==> config.mk <==
export PLATFORM = sky130hd
export DESIGN_NAME = lzssd_ctrl
export DESIGN_NICKNAME = d
export VERILOG_FILES = /design/src/rtl/lzssd_pkg.sv /design/src/rtl/lzssd_ctrl.sv
export SDC_FILE = /design/constraint.sdc
export NUM_CORES = 1
export LEC_CHECK = 0
export BUFFER_PORTS_ARGS = -buffer_cell sky130_fd_sc_hd__buf_2
export CAP_MARGIN = 40
export CORE_AREA = 2 2 39 41
export DETAILED_ROUTE_END_ITERATION = 6
export DIE_AREA = 0 0 41 43
export GPL_TIMING_DRIVEN = 0
export PLACE_DENSITY = 0.37
export SLEW_MARGIN = 25
export SYNTH_ARGS = -nofsm -noshare
export SYNTH_HDL_FRONTEND = slang
export SYNTH_SLANG_ARGS = --single-unit
==> constraint.sdc <==
create_clock -name clk -period 2.3 [get_ports clk]
set_input_delay 0.46 -clock clk [delete_from_list [all_inputs] [get_ports clk]]
set_output_delay 0.46 -clock clk [all_outputs]
set_load 0.1 [all_outputs]
==> src/rtl/lzssd_pkg.sv <==
// Shared types and constants for the LZSS decompressor.
`timescale 1ns / 1ps
`default_nettype none
package lzssd_pkg;

  localparam int unsigned WINDOW_SIZE_DEF = 4096;

  localparam logic        CMD_BYTE    = 1'b0;
  localparam logic        CMD_END     = 1'b1;
  localparam logic        KIND_DATA   = 1'b0;
  localparam logic        KIND_STATUS = 1'b1;
  localparam logic [3:0]  FLAG_EXPECT = 4'd8;
  localparam logic [4:0]  LEN_BIAS    = 5'd3;
  localparam logic [12:0] DIST_BIAS   = 13'd1;

  typedef struct packed {
    logic       cmd;
    logic [7:0] in_byte;
  } in_item_t;

  typedef struct packed {
    logic       result_kind;
    logic [7:0] out_byte;
    logic       status;
    logic       last_of_run;
  } out_item_t;

  typedef struct packed {
    logic accept;
    logic copy_rd;
    logic copy_wr;
  } ctrl_cmd_t;

  typedef struct packed {
    logic copy_go;
    logic copy_last;
    logic out_free;
  } dp_stat_t;

endpackage
`default_nettype wire

==> src/rtl/lzssd_ctrl.sv <==
// Controller: accepts input beats and sequences match copies.
`timescale 1ns / 1ps
`default_nettype none
module lzssd_ctrl (
  input  wire logic                 clk,
  input  wire logic                 rst_n,
  input  wire logic                 in_valid,
  output logic                      in_ready,
  input  wire lzssd_pkg::dp_stat_t  stat,
  output lzssd_pkg::ctrl_cmd_t      cmd
);

  typedef enum logic [1:0] {
    ST_IDLE,
    ST_COPY_RD,
    ST_COPY_WR
  } state_t;

  state_t state_r;

  assign in_ready    = (state_r == ST_IDLE) && stat.out_free;
  assign cmd.accept  = in_ready && in_valid;
  assign cmd.copy_rd = (state_r == ST_COPY_RD);
  assign cmd.copy_wr = (state_r == ST_COPY_WR) && stat.out_free;

  always_ff @(posedge clk) begin
    if (!rst_n) begin
      state_r <= ST_IDLE;
    end else begin
      unique case (state_r)
        ST_IDLE: begin
          if (cmd.accept && stat.copy_go) begin
            state_r <= ST_COPY_RD;
          end
        end
        ST_COPY_RD: begin
          state_r <= ST_COPY_WR;
        end
        ST_COPY_WR: begin
          if (stat.out_free) begin
            state_r <= stat.copy_last ? ST_IDLE : ST_COPY_RD;
          end
        end
        default: begin
          state_r <= ST_IDLE;
        end
      endcase
    end
  end

endmodule
`default_nettype wire

==> results of run 1 <==
## through the flow
step / total power [mW] / worst slack, ns / cell area [µm²]
after global routing: 0.163 / 0.447 / 220
final: 0.156 / 0.489 / 220
after global placement: 0.0770 / 0.515 / 198
after detailed placement: 0.0776 / 0.505 / 198
after CTS: 0.163 / 0.467 / 220
after floorplan: 0.0689 / 0.0527 / 133
## area by class of cell
class	count	area, µm²	share of cell area [%]
timing repair buffer	9	45.0	20.5
clock buffer	3	22.5	10.2
multi-input combinational	10	92.6	42.0
sequential	2	40.0	18.2
tap	16	20.0	9.09
## worst max-delay path, delay by kind of cell (launching register included)
family | cells | cell delay (ns)
AND/OR/NAND/NOR | 2 | 0.36
flip-flops | 1 | 0.35
buffers and inverters | 1 | 0.41
## routing by layer
| layer | vias up | wire, µm | part of all wire (%) | track usage, % |
|---|---|---|---|---|
| met3 | 2 | 71 | 21 | 3.14 |
| met1 | 58 | 135 | 40 | 4.78 |
| met5 | - | 0 | 0 | 0 |
| met4 | 0 | 11 | 3.2 | 8.00 |
| met2 | 14 | 122 | 36 | 3.44 |
| li1 | 67 | - | - | - |
## synth_stat cells
cell and n:
dfxtp_1 2, nand3b_1 2, nor3b_2 2, a21oi_1 1, and2_1 1, and3b_2 1, nand2b_1 1, nor2b_2 1
o21a_1 1
## power groups by stage
stage	sequential (mW)	clock (mW)	combinational (mW)
floorplan	0.0378	0	0.0310
detailed placement	0.0382	0	0.0394
CTS	0.0377	0.0861	0.0394
global placement	0.0380	0	0.0390
global route	0.0379	0.0847	0.0404
finish	0.0377	0.0793	0.0391
## worst paths after layout
kind	to	slack (ns)	cells past startpoint
min	state_r[1]	0.46	2
max reg2reg	state_r[1]	1.47	2
min reg2reg	state_r[0]	0.56	2
max	cmd[2]	0.49	3
## cells by family after synthesis
logic type       synth area share (%)
AO/OA/AOI/OAI                    10.1
AND/OR/NAND/NOR                  57.6
flip-flops                       32.3
==> flow_summary.json, run 1 <==
{
  "status": "complete, no violations",
  "rows": 14,
  "initialDrtViolationCount": 2,
  "tightest_slew_ns": 0.486,
  "hp-start": "rst_n",
  "insertion_delay_ns": 0.23,
  "start_util_pct": 8.95,
  "port_buffers": 9,
  "yosysWarnings": 0,
  "dp.cells": 37,
  "syn_nets": 18,
  "finalSetupTns_ns": 0,
  "hold_buffers": 0,
  "synth-seq-cells": 2,
  "root_buffer": "clkbuf_4",
  "required_ns": 1.84,
  "finalCoreUtilization_pct": 15.9,
  "whs_ns": 0.463,
  "switching_share_pct": 33.1,
  "final_common_cell": "buf_2",
  "fin_skew_ns": 0.000105,
  "grt-ovfl-total": 0,
  "postCtsResizedCells": 0,
  "cts_tree": "done",
  "synth_area_um2": 124,
  "r2r-start": "state_r[0]",
  "sequentialPowerShare_pct": 24.2,
  "nets": 32,
  "die_w_um": 41,
  "regMostFlops": "state_r",
  "top_regs": "state_r x2",
  "num-fill-cells": 151,
  "period_needed_ns": 1.81,
  "drive_gt1_share_pct": 70.8,
  "cellPowerDensity_nw_per_um2": 709,
  "internal_power_uw": 104,
  "power.net_switching_uw": 51.7,
  "vias": 141,
  "via_per_inst": 3.53,
  "crit_start": "state_r[0]",
  "clkPwrFrac_pct": 50.8,
  "p_leak_nw": 0.102,
  "cp_slowest_cell": "buf_2",
  "synth.top_cell.area_share_pct": 32.3,
  "core-area_um2": 1380,
  "max-cap-violations": 0,
  "setup.worst_path.class": "reg -> out",
  "ys_seq_area_share_pct": 32.3,
  "hold_viol_final": 0,
  "grt_start_max_net_pins": 7,
  "first_pass_iters": 4,
  "fin_crit_sh_pct": 78.7,
  "grt_pass1_vias": 116,
  "clk_path_buf_depth": 2,
  "cts.clk_slew.worst_paths_ns": 0.03,
  "h-tree-depth": 1,
  "synthCells": 12,
  "ios": 10,
  "setup_viol": 0,
  "relSlewSlack_pct": 67.8,
  "die_h_um": 43,
  "combPwrFrac_pct": 25.1,
  "wl_per_cell_um": 8.50,
  "areaGrowthSynthToFinish_pct": 77.8,
  "worstPathArrival_ns": 1.35,
  "largest_reg_flops": 2,
  "drv_slew": 0,
  "cts_buffers": 3,
  "syn_avg_cell_area_um2": 10.3,
  "die_area_um2": 1760,
  "antenna_found_initial": 0,
  "cts_setup_buffers": 0,
  "drc": 0,
  "grt_pass1_wl_um": 414,
  "ir_drop_mv": 0.157,
  "ant_nets": 0,
  "start_kind": "flop",
  "path_cells": "nor3b_4 > and2_4 > buf_2",
  "cp_max_fo": 5,
  "fin_cells": 40,
  "cpPeakStageDelay_ns": 0.41,
  "max_freq_mhz": 552,
  "rsz0062_at_grt": "no",
  "grt_use_total_pct": 4.40,
  "min_path_type": "in -> reg",
  "antenna_cells": 0,
  "synth_top_area_cell": "dfxtp_1",
  "wl_um": 340,
  "cts.sinks": 2,
  "ys_top_cells_by_area": "dfxtp_1 32%, nor3b_2 20%, nand3b_1 12%",
  "gp_congestion": 0.552,
  "synth_cell_type_count": 9,
  "cp-end-kind": "output pin",
  "final_cell_mix": "9 x buf_2, 3 x clkbuf_4, 2 x nand3b_1, 2 x dfxtp_1"
}
No activity file was read; power rests on OpenSTA's default activity.
==> inputs of run 2 (changes only) <==
--- a/config.mk
+++ b/config.mk
@@ -5,13 +5,14 @@
 export SDC_FILE = /design/constraint.sdc
 export NUM_CORES = 1
 export LEC_CHECK = 0
+export ABC_AREA = 1
 export BUFFER_PORTS_ARGS = -buffer_cell sky130_fd_sc_hd__buf_2
 export CAP_MARGIN = 40
 export CORE_AREA = 2 2 39 41
 export DETAILED_ROUTE_END_ITERATION = 6
 export DIE_AREA = 0 0 41 43
 export GPL_TIMING_DRIVEN = 0
-export PLACE_DENSITY = 0.37
+export PLACE_DENSITY = 0.38
 export SLEW_MARGIN = 25
 export SYNTH_ARGS = -nofsm -noshare
 export SYNTH_HDL_FRONTEND = slang
==> constraint.sdc (replaced) <==
create_clock -name clk -period 1.5 [get_ports clk]
set_input_delay 0.3 -clock clk [delete_from_list [all_inputs] [get_ports clk]]
set_output_delay 0.3 -clock clk [all_outputs]
set_load 0.1 [all_outputs]
==> run 2 against run 1 <==
Compared with the run above: synthesized cell count up 58%; clock power up 68%; die area unchanged; clock skew up 0.0083 ns; critical endpoint unchanged; largest cell class unchanged; highest routed layer is now met3.
==> flow_summary.json, run 2 <==
{
  "cp-end-kind": "output pin",
  "synth-seq-cells": 2,
  "dp.cells": 44,
  "netlist_top_cells_count": "3 x inv_1, 3 x nor2_1",
  "cts_buffers": 3,
  "yosysWarnings": 0,
  "via_per_inst": 3.44,
  "required_ns": 1.20,
  "cp_num_cells": 4,
  "setup_viol": 0,
  "p_leak_nw": 0.129,
  "setup.worst_path.class": "reg -> out",
  "cts_setup_buffers": 0,
  "ios": 10,
  "top_regs": "state_r x2",
  "grt_pass1_wl_um": 503,
  "antenna_found_initial": 0,
  "fin_skew_ns": 0.00843,
  "relSlewSlack_pct": 80.1,
  "async_flop_share_pct": 0,
  "synth.top_cell.area_share_pct": 30.2,
  "path_cells": "inv_4 > nand2_4 > nor3b_4 > buf_6",
  "cellPowerDensity_nw_per_um2": 1290,
  "die_w_um": 41,
  "synth_top_area_cell": "dfxtp_1",
  "ys.flop_type": "dfxtp_1",
  "clk_path_buf_depth": 2,
  "syn_avg_cell_area_um2": 6.98,
  "fin_area_um2": 273,
  "ir_drop_mv": 0.235,
  "syn_nets": 25,
  "drc": 0,
  "ys_seq_area_share_pct": 30.2,
  "h-tree-depth": 1,
  "wl_um": 343,
  "cts.sinks": 2,
  "power.total_uw": 351,
  "insertion_delay_ns": 0.23,
  "max_freq_mhz": 691,
  "gp_congestion": 0.528,
  "nets": 39,
  "initialDrtViolationCount": 0,
  "start_kind": "flop",
  "cp_max_fo": 4,
  "grt_start_max_net_pins": 5,
  "hold_depth": 3,
  "die_area_um2": 1760,
  "cp_top_family": "flip-flops",
  "cts_tree": "done",
  "synth_area_um2": 133,
  "grt_pass1_vias": 136,
  "path_buf_inv": 2,
  "synth_cell_type_count": 11,
  "grt-ovfl-total": 0,
  "rsz0062_at_grt": "no",
  "status": "complete, no violations",
  "root_buffer": "clkbuf_4",
  "regMostFlops": "state_r",
  "min_path_type": "in -> reg",
  "grt_use_total_pct": 4.81,
  "ff2ff_path_depth": 4,
  "dp_hpwl_um": 279,
  "wl_per_cell_um": 7.15,
  "fin_cells": 48,
  "port_buffers": 9,
  "num-fill-cells": 161,
  "period_needed_ns": 1.45,
  "largest_reg_flops": 2,
  "synth-edff-count": 0,
  "start_util_pct": 9.58,
  "synthCells": 19,
  "drv_slew": 0,
  "ant_nets": 0,
  "cpPeakStageDelay_ns": 0.36,
  "hold_viol_final": 0,
  "die_h_um": 43,
  "final_cell_mix": "5 x buf_2, 4 x clkbuf_4, 3 x inv_1",
  "cts.clk_slew.worst_paths_ns": 0.04,
  "cp_slowest_cell": "dfxtp_4",
  "vias": 165,
  "max-cap-violations": 0,
  "ys_top_cells_by_area": "dfxtp_1 30%, nand3_2 15%, nor3b_2 9.4%",
  "antenna_cells": 0,
  "final_common_cell": "buf_2",
  "first_pass_iters": 1,
  "worstPathArrival_ns": 1.15,
  "areaGrowthSynthToFinish_pct": 106,
  "drive_gt1_share_pct": 68.8,
  "dpl-instance-area_um2": 233,
  "rows": 14,
  "fin_crit_sh_pct": 96.5,
  "core-area_um2": 1380,
  "tightest_slew_ns": 0.300
}
run 2: cell count changes after synthesis, moves of 2 or more:
| cell | previous run | this run |
|---|---|---|
| nand2_1 | 0 | 2 |
| nor2_1 | 0 | 3 |
| nand3_2 | 0 | 2 |
| nand3b_1 | 2 | 0 |
| inv_2 | 0 | 2 |
| inv_1 | 0 | 3 |
run 2: power by group:
group	switching (mW)	leakage, nW	internal [mW]
logic	0.109	0.0969	0.0387
registers	0.00951	0.0175	0.0602
clock network	0.0341	0.0150	0.0990
total	0.153	0.129	0.198
run 2: worst paths after layout:
path / slack, ns / to / start
max: 0.05 / cmd[2] / state_r[0]
min: 0.31 / state_r[1] / rst_n
max reg2reg: 0.69 / state_r[0] / state_r[0]
min reg2reg: 0.52 / state_r[1] / state_r[1]
run 2: per-layer routing:
metal / track usage (%) / part of all wire, % / up-vias
met5: 0 / 0 / -
met4: 6.00 / 0 / 0
met3: 3.14 / 11 / 0
met2: 5.31 / 45 / 7
met1: 5.11 / 44 / 70
li1: - / - / 88
run 2: worst min-delay path, cell delays in order:
cell and delay (ns):
buf_2 0.09, inv_1 0.06, a21oi_1 0.04
run 2: cell families (layout without fill, tap and decap cells):
logic type / after synthesis / count (layout) / synth area share [%]
compound gates: 2 / 2 / 8.49
buf+inv: 5 / 18 / 14.2
flops: 2 / 2 / 30.2
simple gates: 10 / 10 / 47.2
run 2: timing repair:
action	in CTS	in global routing
hold buffers	0	0
resized for setup	4	1
endpoints found under the setup margin	3	1
run 2: stage by stage:
stage	utilization, %	setup WS (ns)	hold slack (ns)	TNS [ns]
2_1_floorplan	-	-0.116	0.424	-0.167
3_3_place_gp	16.8	0.0738	0.523	0
3_5_place_dp	16.8	0.0710	0.522	0
4_1_cts	19.5	0.0227	0.307	0
5_1_grt	19.7	0.00207	0.317	0
6_report	19.7	0.0531	0.313	0
run 2: cell type report:
type | instances | area (µm²) | area share, %
Clock buffer | 4 | 26.3 | 9.63
Inverter | 5 | 23.8 | 8.72
Multi-Input combinational cell | 12 | 98.8 | 36.2
Sequential cell | 2 | 45.0 | 16.5
Tap cell | 16 | 20.0 | 7.34
Timing Repair Buffer | 9 | 58.8 | 21.6
